`config.mk`:
```
export PLATFORM = sky130hd
export DESIGN_NAME = dual_sensor_clutch_axis
export DESIGN_NICKNAME = d
export VERILOG_FILES = /design/src/hdl/dsca_pkg.sv /design/src/hdl/dsca_lane.sv /design/src/hdl/dsca_merge.sv /design/src/hdl/dual_sensor_clutch_axis.sv
export SDC_FILE = /design/constraint.sdc
export NUM_CORES = 2
export LEC_CHECK = 0
export BUFFER_PORTS_ARGS = -buffer_cell sky130_fd_sc_hd__buf_2
export CORE_MARGIN = 2
export CORE_UTILIZATION = 60
export CTS_CLUSTER_DIAMETER = 50
export DETAILED_ROUTE_END_ITERATION = 16
export GPL_TIMING_DRIVEN = 1
export PLACE_DENSITY_LB_ADDON = 0.2
export SETUP_SLACK_MARGIN = 0.5
export SYNTH_ARGS = -nofsm -noshare
export SYNTH_HDL_FRONTEND = slang
export SYNTH_HIERARCHICAL = 1
export SYNTH_SLANG_ARGS = --single-unit
```
`constraint.sdc`:
```
create_clock -name clock -period 88.5 [get_ports clock]
set_input_delay 8.85 -clock clock [delete_from_list [all_inputs] [get_ports clock]]
set_output_delay 8.85 -clock clock [all_outputs]
set_load 0.005 [all_outputs]
```
`src/hdl/dsca_pkg.sv`:
```
`default_nettype none
// ============================================================================
// dsca_pkg - shared types and constants for the clutch axis datapath
// Holds calibration defaults, fixed-point reciprocals, pipeline depths,
// the CSR index codes and the per-step record of the lane divider.
// ============================================================================
package dsca_pkg;

   // Field widths.
   localparam int SAMPLE_W = 12;
   localparam int GAIN_W   = 14;
   localparam int AXIS_W   = 16;
   localparam int CSR_IDX_W = 3;
   localparam int CSR_DAT_W = 14;

   // Number of sample fields that each sensor carries in one word.
   localparam int SAMPLE_FIELDS = 3;

   // Full-scale mapped pedal value.
   localparam logic [SAMPLE_W-1:0] FULL_SCALE = 12'd4095;

   // Calibration defaults loaded at reset.
   localparam logic [SAMPLE_W-1:0] MASTER_LOW_RST  = 12'd1400;
   localparam logic [SAMPLE_W-1:0] MASTER_HIGH_RST = 12'd2950;
   localparam logic [SAMPLE_W-1:0] SLAVE_LOW_RST   = 12'd1500;
   localparam logic [SAMPLE_W-1:0] SLAVE_HIGH_RST  = 12'd2950;
   localparam logic [GAIN_W-1:0]   GAIN_RST        = 14'd4000;

   // Gain of 10000 hundredths of a percent is unity.
   localparam logic [GAIN_W-1:0] GAIN_UNITY = 14'd10000;

   // Exact floor division by 10000 for products below 2^26:
   // ceil(2^40 / 10000), taken over 40 fraction bits.
   localparam logic [26:0] GAIN_RECIP = 27'd109951163;
   localparam int          GAIN_SHIFT = 40;

   // Axis scaling: v * 65474 / 4095 by ceil(2^42 / 4095) over 42 bits.
   localparam logic [16:0] AXIS_SPAN  = 17'd65474;
   localparam logic [30:0] AXIS_RECIP = 31'd1074004033;
   localparam int          AXIS_SHIFT = 42;
   localparam logic [AXIS_W:0] AXIS_TOP = 17'd32737;

   // Averaging reciprocal fraction bits.
   localparam int AVG_SHIFT = 16;

   // Divider: one saturation step plus one step per quotient bit.
   localparam int DIV_STEPS = SAMPLE_W + 1;
   localparam int REM_W     = 2 * SAMPLE_W;

   // Pipeline depths of the lane and of the merge stage.
   localparam int LANE_LATENCY  = 3 + DIV_STEPS + 1;
   localparam int MERGE_LATENCY = 5;

   // CSR index codes.
   typedef enum logic [CSR_IDX_W-1:0] {
      CSR_MASTER_LOW  = 3'd0,
      CSR_MASTER_HIGH = 3'd1,
      CSR_SLAVE_LOW   = 3'd2,
      CSR_SLAVE_HIGH  = 3'd3,
      CSR_SLAVE_GAIN  = 3'd4
   } csr_index_type;

   // One step of the pipelined span divider.
   typedef struct packed {
      logic [REM_W-1:0]    rem;
      logic [SAMPLE_W-1:0] divisor;
      logic [SAMPLE_W-1:0] quo;
      logic                sat;
      logic                flat;
      logic                above;
      logic                neg;
   } div_stage_type;

endpackage
`default_nettype wire

```
`src/hdl/dsca_lane.sv`:
```
`default_nettype none
// ============================================================================
// dsca_lane - one sensor lane: average, inverse span map, clamp
// Sums the samples, divides by the count with a reciprocal, then maps the
// average onto 4095..0 through a 13-step pipelined restoring divider.
// ============================================================================
module dsca_lane #(
   parameter int SAMPLES_PER_SENSOR = 3
) (
   input  wire logic                          clock,
   input  wire logic                          en,
   input  wire logic [dsca_pkg::SAMPLE_W-1:0] samp_a,
   input  wire logic [dsca_pkg::SAMPLE_W-1:0] samp_b,
   input  wire logic [dsca_pkg::SAMPLE_W-1:0] samp_c,
   input  wire logic [dsca_pkg::SAMPLE_W-1:0] span_low,
   input  wire logic [dsca_pkg::SAMPLE_W-1:0] span_high,
   output logic      [dsca_pkg::SAMPLE_W-1:0] mapped
);

   localparam int SampleCount = (SAMPLES_PER_SENSOR > dsca_pkg::SAMPLE_FIELDS) ?
                                dsca_pkg::SAMPLE_FIELDS :
                                ((SAMPLES_PER_SENSOR < 1) ? 1 : SAMPLES_PER_SENSOR);
   localparam int SumW = dsca_pkg::SAMPLE_W + 2;
   localparam int RecipW = dsca_pkg::AVG_SHIFT + 1;
   localparam logic [RecipW-1:0] AvgRecip =
      RecipW'(((2 ** dsca_pkg::AVG_SHIFT) + SampleCount - 1) / SampleCount);
   localparam int Sw = dsca_pkg::SAMPLE_W;

   logic [SumW-1:0]        sum_ff, sum_in;
   logic [Sw-1:0]          avg_ff, avg_in;
   logic [SumW+RecipW-1:0] avg_prod;
   dsca_pkg::div_stage_type prep_ff, prep_in;
   dsca_pkg::div_stage_type div_src [dsca_pkg::DIV_STEPS];
   dsca_pkg::div_stage_type div_ff  [dsca_pkg::DIV_STEPS];
   dsca_pkg::div_stage_type div_in  [dsca_pkg::DIV_STEPS];
   dsca_pkg::div_stage_type last;
   logic [Sw-1:0]          map_ff, map_in;
   logic [Sw-1:0]          adiff;
   logic                   above, below, d_up, d_dn;

   // Sum the samples that take part in the average.
   always_comb begin
      sum_in = SumW'(samp_a);
      if (SampleCount >= 2) begin
         sum_in = sum_in + SumW'(samp_b);
      end
      if (SampleCount >= 3) begin
         sum_in = sum_in + SumW'(samp_c);
      end
   end

   // Truncating average through a reciprocal that is exact over the sum range.
   always_comb begin
      avg_prod = (SumW + RecipW)'(sum_ff) * (SumW + RecipW)'(AvgRecip);
      avg_in   = avg_prod[dsca_pkg::AVG_SHIFT +: Sw];
   end

   // Set up the magnitudes and the sign of the span quotient.
   always_comb begin
      above = avg_ff > span_low;
      below = avg_ff < span_low;
      d_up  = span_high > span_low;
      d_dn  = span_high < span_low;
      adiff = above ? (avg_ff - span_low) : (span_low - avg_ff);
      prep_in.rem     = {adiff, {Sw{1'b0}}} - dsca_pkg::REM_W'(adiff);
      prep_in.divisor = d_up ? (span_high - span_low) : (span_low - span_high);
      prep_in.quo     = '0;
      prep_in.sat     = 1'b0;
      prep_in.flat    = (span_high == span_low);
      prep_in.above   = above;
      prep_in.neg     = (above && d_up) || (below && d_dn);
   end

   // Front registers of the lane.
   always_ff @(posedge clock) begin
      if (en) begin
         sum_ff  <= sum_in;
         avg_ff  <= avg_in;
         prep_ff <= prep_in;
      end
   end

   // Divider pipeline: the first step flags a quotient of 4096 or more,
   // every later step settles one quotient bit.
   assign div_src[0] = prep_ff;

   for (genvar j = 0; j < dsca_pkg::DIV_STEPS; j++) begin : g_div
      logic [dsca_pkg::REM_W-1:0] step_sub;
      logic                       fits;

      if (j > 0) begin : g_link
         assign div_src[j] = div_ff[j-1];
      end

      assign step_sub = dsca_pkg::REM_W'(div_src[j].divisor) << (dsca_pkg::DIV_STEPS - 1 - j);
      assign fits     = div_src[j].rem >= step_sub;

      if (j == 0) begin : g_sat
         always_comb begin
            div_in[j]     = div_src[j];
            div_in[j].sat = fits;
         end
      end else begin : g_bit
         always_comb begin
            div_in[j] = div_src[j];
            if (fits) begin
               div_in[j].rem = div_src[j].rem - step_sub;
               div_in[j].quo[dsca_pkg::DIV_STEPS - 1 - j] = 1'b1;
            end
         end
      end

      always_ff @(posedge clock) begin
         if (en) begin
            div_ff[j] <= div_in[j];
         end
      end
   end

   // Final map with clamp to 0..4095.
   assign last = div_ff[dsca_pkg::DIV_STEPS-1];

   always_comb begin
      if (last.flat) begin
         map_in = last.above ? '0 : dsca_pkg::FULL_SCALE;
      end else if (last.neg) begin
         map_in = last.sat ? '0 : (dsca_pkg::FULL_SCALE - last.quo);
      end else begin
         map_in = dsca_pkg::FULL_SCALE;
      end
   end

   always_ff @(posedge clock) begin
      if (en) begin
         map_ff <= map_in;
      end
   end

   assign mapped = map_ff;

endmodule
`default_nettype wire

```
`src/hdl/dsca_merge.sv`:
```
`default_nettype none
// ============================================================================
// dsca_merge - combines the two lane results into the axis value
// Scales the slave value by the gain, takes the larger value and maps it
// onto 32737..-32737, with at most one multiplier per stage.
// ============================================================================
module dsca_merge (
   input  wire logic                          clock,
   input  wire logic                          en,
   input  wire logic [dsca_pkg::SAMPLE_W-1:0] master_val,
   input  wire logic [dsca_pkg::SAMPLE_W-1:0] slave_val,
   input  wire logic [dsca_pkg::GAIN_W-1:0]   gain,
   output logic      [dsca_pkg::AXIS_W-1:0]   axis
);

   localparam int Sw = dsca_pkg::SAMPLE_W;
   localparam int P1W = Sw + dsca_pkg::GAIN_W;
   localparam int P2W = P1W + 27;
   localparam int P4W = 28;
   localparam int P5W = P4W + 31;

   logic [dsca_pkg::GAIN_W-1:0] gain_sat;
   logic [P1W-1:0]              p1_ff, p1_in;
   logic [P2W-1:0]              p2_ff, p2_in;
   logic [Sw-1:0]               m1_ff, m2_ff;
   logic [Sw-1:0]               scaled;
   logic [Sw-1:0]               v3_ff, v3_in;
   logic [P4W-1:0]              p4_ff;
   logic [P4W:0]                p4_full;
   logic [P5W-1:0]              p5_ff, p5_in;
   logic [dsca_pkg::AXIS_W-1:0] quot;
   logic [dsca_pkg::AXIS_W:0]   axis_wide;

   // Gain above unity saturates; slave value times gain.
   always_comb begin
      gain_sat = (gain > dsca_pkg::GAIN_UNITY) ? dsca_pkg::GAIN_UNITY : gain;
      p1_in    = P1W'(slave_val) * P1W'(gain_sat);
   end

   // Divide the scaled product by 10000 with the reciprocal.
   assign p2_in = P2W'(p1_ff) * P2W'(dsca_pkg::GAIN_RECIP);

   // Larger of master and scaled slave.
   always_comb begin
      scaled = p2_ff[dsca_pkg::GAIN_SHIFT +: Sw];
      v3_in  = (scaled > m2_ff) ? scaled : m2_ff;
   end

   // Axis scaling: v * 65474, then divide by 4095 with the reciprocal.
   assign p4_full = (P4W + 1)'(v3_ff) * (P4W + 1)'(dsca_pkg::AXIS_SPAN);
   assign p5_in   = P5W'(p4_ff) * P5W'(dsca_pkg::AXIS_RECIP);

   always_ff @(posedge clock) begin
      if (en) begin
         p1_ff <= p1_in;
         m1_ff <= master_val;
         p2_ff <= p2_in;
         m2_ff <= m1_ff;
         v3_ff <= v3_in;
         p4_ff <= p4_full[P4W-1:0];
         p5_ff <= p5_in;
      end
   end

   // Offset so that zero travel reads 32737 and full travel -32737.
   always_comb begin
      quot      = p5_ff[dsca_pkg::AXIS_SHIFT +: dsca_pkg::AXIS_W];
      axis_wide = dsca_pkg::AXIS_TOP - {1'b0, quot};
      axis      = axis_wide[dsca_pkg::AXIS_W-1:0];
   end

endmodule
`default_nettype wire

```
`src/hdl/dual_sensor_clutch_axis.sv`:
```
`default_nettype none
// Throughput: one word per cycle while the skid register is empty; the
// 13-stage compare-subtract divider in each lane and the multiplier stages of
// the merge are fully pipelined. A stalled result is held in the output
// register plus one skid register. Reset clears all valid flags and loads
// the calibration defaults.
// ============================================================================
// dual_sensor_clutch_axis - clutch pedal axis from master and slave sensors
// Two lanes average and span-map each sensor side by side; the merge stage
// applies the slave gain, picks the larger value and forms the axis word.
// ============================================================================
module dual_sensor_clutch_axis #(
   parameter int SAMPLES_PER_SENSOR = 3
) (
   input  wire logic                           clock,
   input  wire logic                           reset,
   input  wire logic                           req_valid,
   output logic                                req_ready,
   input  wire logic [dsca_pkg::SAMPLE_W-1:0]  req_master_sample_a,
   input  wire logic [dsca_pkg::SAMPLE_W-1:0]  req_master_sample_b,
   input  wire logic [dsca_pkg::SAMPLE_W-1:0]  req_master_sample_c,
   input  wire logic [dsca_pkg::SAMPLE_W-1:0]  req_slave_sample_a,
   input  wire logic [dsca_pkg::SAMPLE_W-1:0]  req_slave_sample_b,
   input  wire logic [dsca_pkg::SAMPLE_W-1:0]  req_slave_sample_c,
   output logic                                rsp_valid,
   input  wire logic                           rsp_ready,
   output logic signed [dsca_pkg::AXIS_W-1:0]  rsp_axis_value,
   input  wire logic                           csr_we,
   input  wire logic [dsca_pkg::CSR_IDX_W-1:0] csr_index,
   input  wire logic [dsca_pkg::CSR_DAT_W-1:0] csr_wdata
);

   localparam int TotalLat = dsca_pkg::LANE_LATENCY + dsca_pkg::MERGE_LATENCY;
   localparam int Sw = dsca_pkg::SAMPLE_W;

   logic [Sw-1:0]               master_low_ff, master_high_ff;
   logic [Sw-1:0]               slave_low_ff, slave_high_ff;
   logic [dsca_pkg::GAIN_W-1:0] gain_ff;
   logic                        en;
   logic [TotalLat-1:0]         vld_ff, vld_in;
   logic [Sw-1:0]               master_val, slave_val;
   logic [dsca_pkg::AXIS_W-1:0] axis;
   logic                        arrive;
   logic                        rsp_vld_ff, rsp_vld_in;
   logic [dsca_pkg::AXIS_W-1:0] rsp_axis_ff, rsp_axis_in;
   logic                        skid_vld_ff, skid_vld_in;
   logic [dsca_pkg::AXIS_W-1:0] skid_axis_ff, skid_axis_in;

   // Calibration registers.
   always_ff @(posedge clock) begin
      if (reset) begin
         master_low_ff  <= dsca_pkg::MASTER_LOW_RST;
         master_high_ff <= dsca_pkg::MASTER_HIGH_RST;
         slave_low_ff   <= dsca_pkg::SLAVE_LOW_RST;
         slave_high_ff  <= dsca_pkg::SLAVE_HIGH_RST;
         gain_ff        <= dsca_pkg::GAIN_RST;
      end else if (csr_we) begin
         unique case (csr_index)
            dsca_pkg::CSR_MASTER_LOW:  master_low_ff  <= csr_wdata[Sw-1:0];
            dsca_pkg::CSR_MASTER_HIGH: master_high_ff <= csr_wdata[Sw-1:0];
            dsca_pkg::CSR_SLAVE_LOW:   slave_low_ff   <= csr_wdata[Sw-1:0];
            dsca_pkg::CSR_SLAVE_HIGH:  slave_high_ff  <= csr_wdata[Sw-1:0];
            dsca_pkg::CSR_SLAVE_GAIN:  gain_ff        <= csr_wdata;
            default: ;
         endcase
      end
   end

   // The whole pipeline advances unless the skid register is occupied.
   assign en        = !skid_vld_ff;
   assign req_ready = en;

   // Valid flags travel alongside the lane and merge data.
   assign vld_in = {vld_ff[TotalLat-2:0], req_valid};

   always_ff @(posedge clock) begin
      if (reset) begin
         vld_ff <= '0;
      end else if (en) begin
         vld_ff <= vld_in;
      end
   end

   dsca_lane #(
      .SAMPLES_PER_SENSOR (SAMPLES_PER_SENSOR)
   ) u_master_lane (
      .clock     (clock),
      .en        (en),
      .samp_a    (req_master_sample_a),
      .samp_b    (req_master_sample_b),
      .samp_c    (req_master_sample_c),
      .span_low  (master_low_ff),
      .span_high (master_high_ff),
      .mapped    (master_val)
   );

   dsca_lane #(
      .SAMPLES_PER_SENSOR (SAMPLES_PER_SENSOR)
   ) u_slave_lane (
      .clock     (clock),
      .en        (en),
      .samp_a    (req_slave_sample_a),
      .samp_b    (req_slave_sample_b),
      .samp_c    (req_slave_sample_c),
      .span_low  (slave_low_ff),
      .span_high (slave_high_ff),
      .mapped    (slave_val)
   );

   dsca_merge u_merge (
      .clock      (clock),
      .en         (en),
      .master_val (master_val),
      .slave_val  (slave_val),
      .gain       (gain_ff),
      .axis       (axis)
   );

   // Output register with a skid register behind it.
   assign arrive = en && vld_ff[TotalLat-1];

   always_comb begin
      rsp_vld_in   = rsp_vld_ff;
      rsp_axis_in  = rsp_axis_ff;
      skid_vld_in  = skid_vld_ff;
      skid_axis_in = skid_axis_ff;
      if (!rsp_vld_ff || rsp_ready) begin
         if (skid_vld_ff) begin
            rsp_vld_in  = 1'b1;
            rsp_axis_in = skid_axis_ff;
            skid_vld_in = 1'b0;
         end else begin
            rsp_vld_in  = arrive;
            rsp_axis_in = axis;
         end
      end else if (arrive) begin
         skid_vld_in  = 1'b1;
         skid_axis_in = axis;
      end
   end

   always_ff @(posedge clock) begin
      if (reset) begin
         rsp_vld_ff  <= 1'b0;
         skid_vld_ff <= 1'b0;
      end else begin
         rsp_vld_ff  <= rsp_vld_in;
         skid_vld_ff <= skid_vld_in;
      end
   end

   always_ff @(posedge clock) begin
      rsp_axis_ff  <= rsp_axis_in;
      skid_axis_ff <= skid_axis_in;
   end

   assign rsp_valid      = rsp_vld_ff;
   assign rsp_axis_value = rsp_axis_ff;

   // The skid register only holds a word behind a waiting output word.
   a_skid_behind_out: assert property (@(posedge clock) disable iff (reset)
      skid_vld_ff |-> rsp_vld_ff)
      else $error("skid word held without an output word");

   // The skid register fills only when the output word was stalled.
   a_skid_fill: assert property (@(posedge clock) disable iff (reset)
      $rose(skid_vld_ff) |-> $past(rsp_vld_ff && !rsp_ready))
      else $error("skid filled while the output was free");

   // A taken output word is replaced by the skid word at once.
   a_skid_drain: assert property (@(posedge clock) disable iff (reset)
      (rsp_vld_ff && rsp_ready && skid_vld_ff) |=> (rsp_vld_ff && !skid_vld_ff))
      else $error("skid word not moved to the output");

   // Every delivered axis word stays within the gamepad range.
   a_axis_range: assert property (@(posedge clock) disable iff (reset)
      rsp_vld_ff |-> (($signed(rsp_axis_ff) >= -16'sd32737) &&
                      ($signed(rsp_axis_ff) <= 16'sd32737)))
      else $error("axis word out of range");

endmodule
`default_nettype wire
```
======== Word level (Yosys, flattened, before mapping) ========
Memory sizes are Yosys's and may differ from the RTL's.
Cells that the tools add are included.
W data, S select, Z words.
word-level totals
  register bits after elaboration ......... 471
  logic and storage cells ................. 208
  memories kept ........................... 2
  RAM bits ................................ 1352
cells by class
  eq/ne operators ......................... 6
  add/sub/neg operators ................... 41
  bitwise operators ....................... 1
  muxes and demuxes ....................... 65
  $lt $le $gt $ge ......................... 36
  multipliers ............................. 6
  reduce and logical (&&, ||, !) cells .... 18
memories
  memory                words  width  rd ports  clocked after memory_dff  wr ports  line             RTL
  u_master_lane.div_ff  13     52     13        0                         13        dsca_lane.sv:34  dsca_pkg::div_stage_type div_ff [dsca_pkg::DIV_STEPS];
  u_slave_lane.div_ff   13     52     13        0                         13        dsca_lane.sv:34
operator list
  operator                  number
  $mux W24                  24
  $mux W12                  13
  $sub A12 B12 Y12          8
  $sub A24 B12 Y24          4
  $gt A12 B12 Y1            5
  $mul A27 B31 Y57 const B  1
  $mul A14 B14 Y27 const B  2
  $mul A26 B27 Y52 const B  1
  $ge A24 B12 Y1            2
  $ge A24 B13 Y1            2
  $ge A24 B14 Y1            2
  $ge A24 B15 Y1            2
  $ge A24 B16 Y1            2
  $ge A24 B17 Y1            2
  $ge A24 B18 Y1            2
  $ge A24 B19 Y1            2
  $ge A24 B20 Y1            2
  $ge A24 B21 Y1            2
  $ge A24 B22 Y1            2
  $ge A24 B23 Y1            2
  $ge A24 B24 Y1            2
  $lt A12 B12 Y1            4
  $sub A24 B13 Y24          2
  $sub A24 B14 Y24          2
  30 further kinds          81

======== Depth between registers and ports, before layout ========
An unclocked memory read counts as a cell.
  depth after elaboration ................. 5
  gate-level depth with buffers ........... 26
  gate-level depth less buffers ........... 24

======== Hierarchy ========
Netlist, hierarchy kept.
modules (own cells, without submodules)
  module                      times used  area each (sq um)  cells an instance  seq. area each (sq um)
  dsca_lane at u_slave_lane   1           35251.3            2908               19188.4
  dsca_lane at u_master_lane  1           35122.4            2881               19188.4
  dsca_merge                  1           28209.6            2835               3513.4
  dual_sensor_clutch_axis     1           4444.3             364                2682.6

======== Worst setup path before layout ========
Ideal clock, no wire load.
  path kind ............................... register to output
  start ................................... register skid_vld_ff
  end ..................................... output req_ready
  cell stages (with the launch flop) ...... 4
  arrival time ............................ 27420 ps
  buffers on the path ..................... 2
  data required time ...................... 79650 ps
  path slack .............................. 52230 ps
  cell sequence ........................... dfxtp_1 -> clkbuf_1 -> buf_2 -> inv_1
on the way
  longest elaborated chain between the ends .. 1
RTL lines
  element                 line                            RTL
  from (decl)             dual_sensor_clutch_axis.sv:46   logic skid_vld_ff, skid_vld_in;
  from (signal assigned)  dual_sensor_clutch_axis.sv:148  skid_vld_ff <= skid_vld_in;
  $logic_not A1 Y1        dual_sensor_clutch_axis.sv:70   assign en = !skid_vld_ff;
  to (decl)               dual_sensor_clutch_axis.sv:18   output logic req_ready,
Every way passes these cells.

======== Final worst setup path ========
Ends and elaborated chain as after synthesis.

==> summary.txt <==
Run status
  – Status: finished, final reports clean

Timing
  – Pins Over Slew Limit: 0
  – Setup TNS: 0 ns
  – Max Clock Freq: 86.52 MHz
  – Slew @ Worst Pin: 1.178 ns
  – Count of final hold-check violations: 0
  – Setup Viol. Count Final: 0
  – Period utilization: 0.1306
  – RSZ-0062 raised after global routing: false
  – Rel. slew slack: 0.2149
  – Worst Clk Skew: 0.03607 ns
  – Minimum clock period: 11.56 ns

Synthesis
  – Synth Area in Adders: 0.2668
  – Post-synthesis compound-gate area fraction: 0.08658
  – Sequential cell area fraction in the yosys report: 0.4326
  – Most used DFF post-synth: edfxtp_1
  – Yosys reg bits: 1513
  – Syn nets: 10890
  – Post-synthesis mux area share: 0.01669
  – Asr flop ratio synth: 0
  – Largest family of logic cells by synthesized area: adder cells
  – Xor/xnor share of the synthesized area: 0.04085
  – Yosys warns: 6
  – Number of cells produced by synthesis: 8988
  – Cell Area, Synth: 0.1030 mm2
  – Synth Area in Simple Gates: 0.09175
  – Synth unique cells: 117
  – Post-synth EDFFs: 1427
  – Syn_area_per_cell: 11.46 um2

Worst setup path
  – Worst path max stage delay: 1.08 ns
  – Cell Chain, Critical Path: inv_8, buf_2
  – Worst EP required: 79.65 ns
  – Worst Path Arrival: 2.71 ns
  – CP max FO: 64
  – Reg2Reg Setup Slack: 81.26 ns
  – WS Path Type: flip-flop to output port
  – CP top delay family: flip-flops
  – CP Buf/Inv Count: 2
  – CP Launch Type: flip-flop
  – Crit end category: output port
  – CP max-delay cell: dfxtp_2

Drt
  – Vias per std cell: 5.531
  – Pre-Repair DR Iteration Count: 5
  – Routed WL: 200100 um
  – DRC Markers: 0
  – Post-DRT Antenna Nets: 0
  – DR iter-0 viols: 3687
  – Avg WL per Cell: 17.38 um
  – DR vias: 63680

GRT
  – First-pass GRT wire length: 327600 um
  – Grt ovf: 0
  – All-Layer GR Usage: 0.2323
  – Vias in the first global route: 65200
  – Initial antenna violation count: 2
  – Pin count of the biggest net entering global routing: 205

Die
  – Site row count: 152
  – Die Y: 418.4 um
  – Die X: 418.4 um
  – Num ports: 112
  – Initial core utilization: 0.6019
  – CORE AREA: 0.1712 mm2
  – Die footprint: 0.1750 mm2

Finish
  – Fillers: 12960
  – Multi-input gate area: 0.05186 mm2
  – P&R area growth vs syn: 8.570%
  – FF+latch area: 0.04457 mm2
  – Layout cells sized above 1: 0.05949
  – Nets: 11030

Worst hold path
  – Worst Hold Class: flip-flop to flip-flop

Clock network
  – Clock slew at reported path FFs: 0.06 ns
  – Total CTS buffers: 173
  – Post-CTS Hold Buffers: 0
  – Max Buffers Root-to-Sink: 3
  – Setup repair bufs after CTS: 0
  – TritonCTS clock tree: yes
  – Resized Gates After CTS: 0
  – Sink Count: 1513
  – Clock latency on the worst-skew pair: 0.82 ns
  – H-tree levels: 4
  – CTS Root Cell: clkbuf_16

Placed design
  – DP Wirelength: 157100 um
  – # port buffers: 111
  – Placer Congestion: 0.9614

Run
  – Max Cap Viol: 0
[cell families after synthesis]
group,Yosys count
AO/OA/AOI/OAI,1384
multiplexers,166
AND/OR/NAND/NOR,1893
buffers and inverters,1749
flip-flops,1513
XOR/XNOR,478
adder cells (fa/ha/maj),1805
[final timing paths]
path | startpoint | to | cells past startpoint
setup / recovery | skid_vld_ff | req_ready | 2
hold / removal | u_master_lane/div_ff[0][211] | u_master_lane/div_ff[0][263] | 0
setup reg to reg | gain_ff[1] | u_merge/p1_ff[22] | 23
hold reg to reg | u_master_lane/div_ff[0][211] | u_master_lane/div_ff[0][263] | 0
[synth_stat cells (all sizes together) (123+ instances only)]
library cell | instances | area (um2)
mux2i | 123 | 1231
xnor2 | 282 | 2492
o21ai | 307 | 1540
nand3 | 134 | 675.7
a21o | 169 | 1269
ha | 1152 | 14410
nor2 | 504 | 1902
a21oi | 426 | 2151
fa | 653 | 13070
nand2b | 142 | 888.4
inv | 1585 | 5949
edfxtp | 1427 | 42850
xor2 | 196 | 1717
nand2 | 461 | 1733
[cell type report]
class / count / share of cell area
clock buffer: 195 / 0.03982
timing repair buffer: 134 / 0.006980
tap: 2233 / 0.02498
antenna: 1 / 0.00002237
clock inverter: 125 / 0.01275
inverter: 1586 / 0.05329
sequential: 1513 / 0.3985
multi-input combinational: 5726 / 0.4637
[flip-flops by register name, summed over array words and instances, names as in the netlist, 14 cells and up]
signal / flops
u_master_lane/sum_ff: 14
u_merge/p1_ff: 26
u_slave_lane/sum_ff: 14
vld_ff: 22
u_slave_lane/div_in: 39
u_master_lane/div_in: 39
u_merge/p4_ff: 27
gain_ff: 14
u_slave_lane/div_ff: 562
u_master_lane/div_ff: 562
u_merge/p5_ff: 16
rsp_axis_value: 16
skid_axis_ff: 16
[through the flow]
step	worst slack, ns	hold WS (ns)	util	std cells	area (um2)
final	76.94	0.4011	0.6535	11510	111900
after global routing	76.76	0.4068	0.6535	11510	111900
after CTS	76.86	0.4083	0.6535	11510	111900
after detailed placement	76.43	0.4045	0.6191	11190	106000
after global placement	76.54	0.4005	0.6191	11190	106000
after floorplan	52.23	0.4003	-	8988	103000
[cells in the final DEF (no fill, tap or decap), drive strengths merged, types with 195 or more instances in the layout]
cell,n
nor2,504
a21oi,426
nand2,461
fa,653
xor2,196
xnor2,282
ha,1152
edfxtp,1427
o21ai,307
inv,1610
clkbuf,195
[routing by layer]
metal / GRT usage / share of wire / vias up
met5: 0 / 0 / -
met2: 0.4033 / 0.50 / 1303
met1: 0.3021 / 0.44 / 30800
li1: - / - / 31260
met3: 0.03678 / 0.044 / 319
met4: 0.06504 / 0.025 / 0
Power is not shown: default switching activity piles up to over one toggle a cycle in this logic, so the estimate is an artifact.
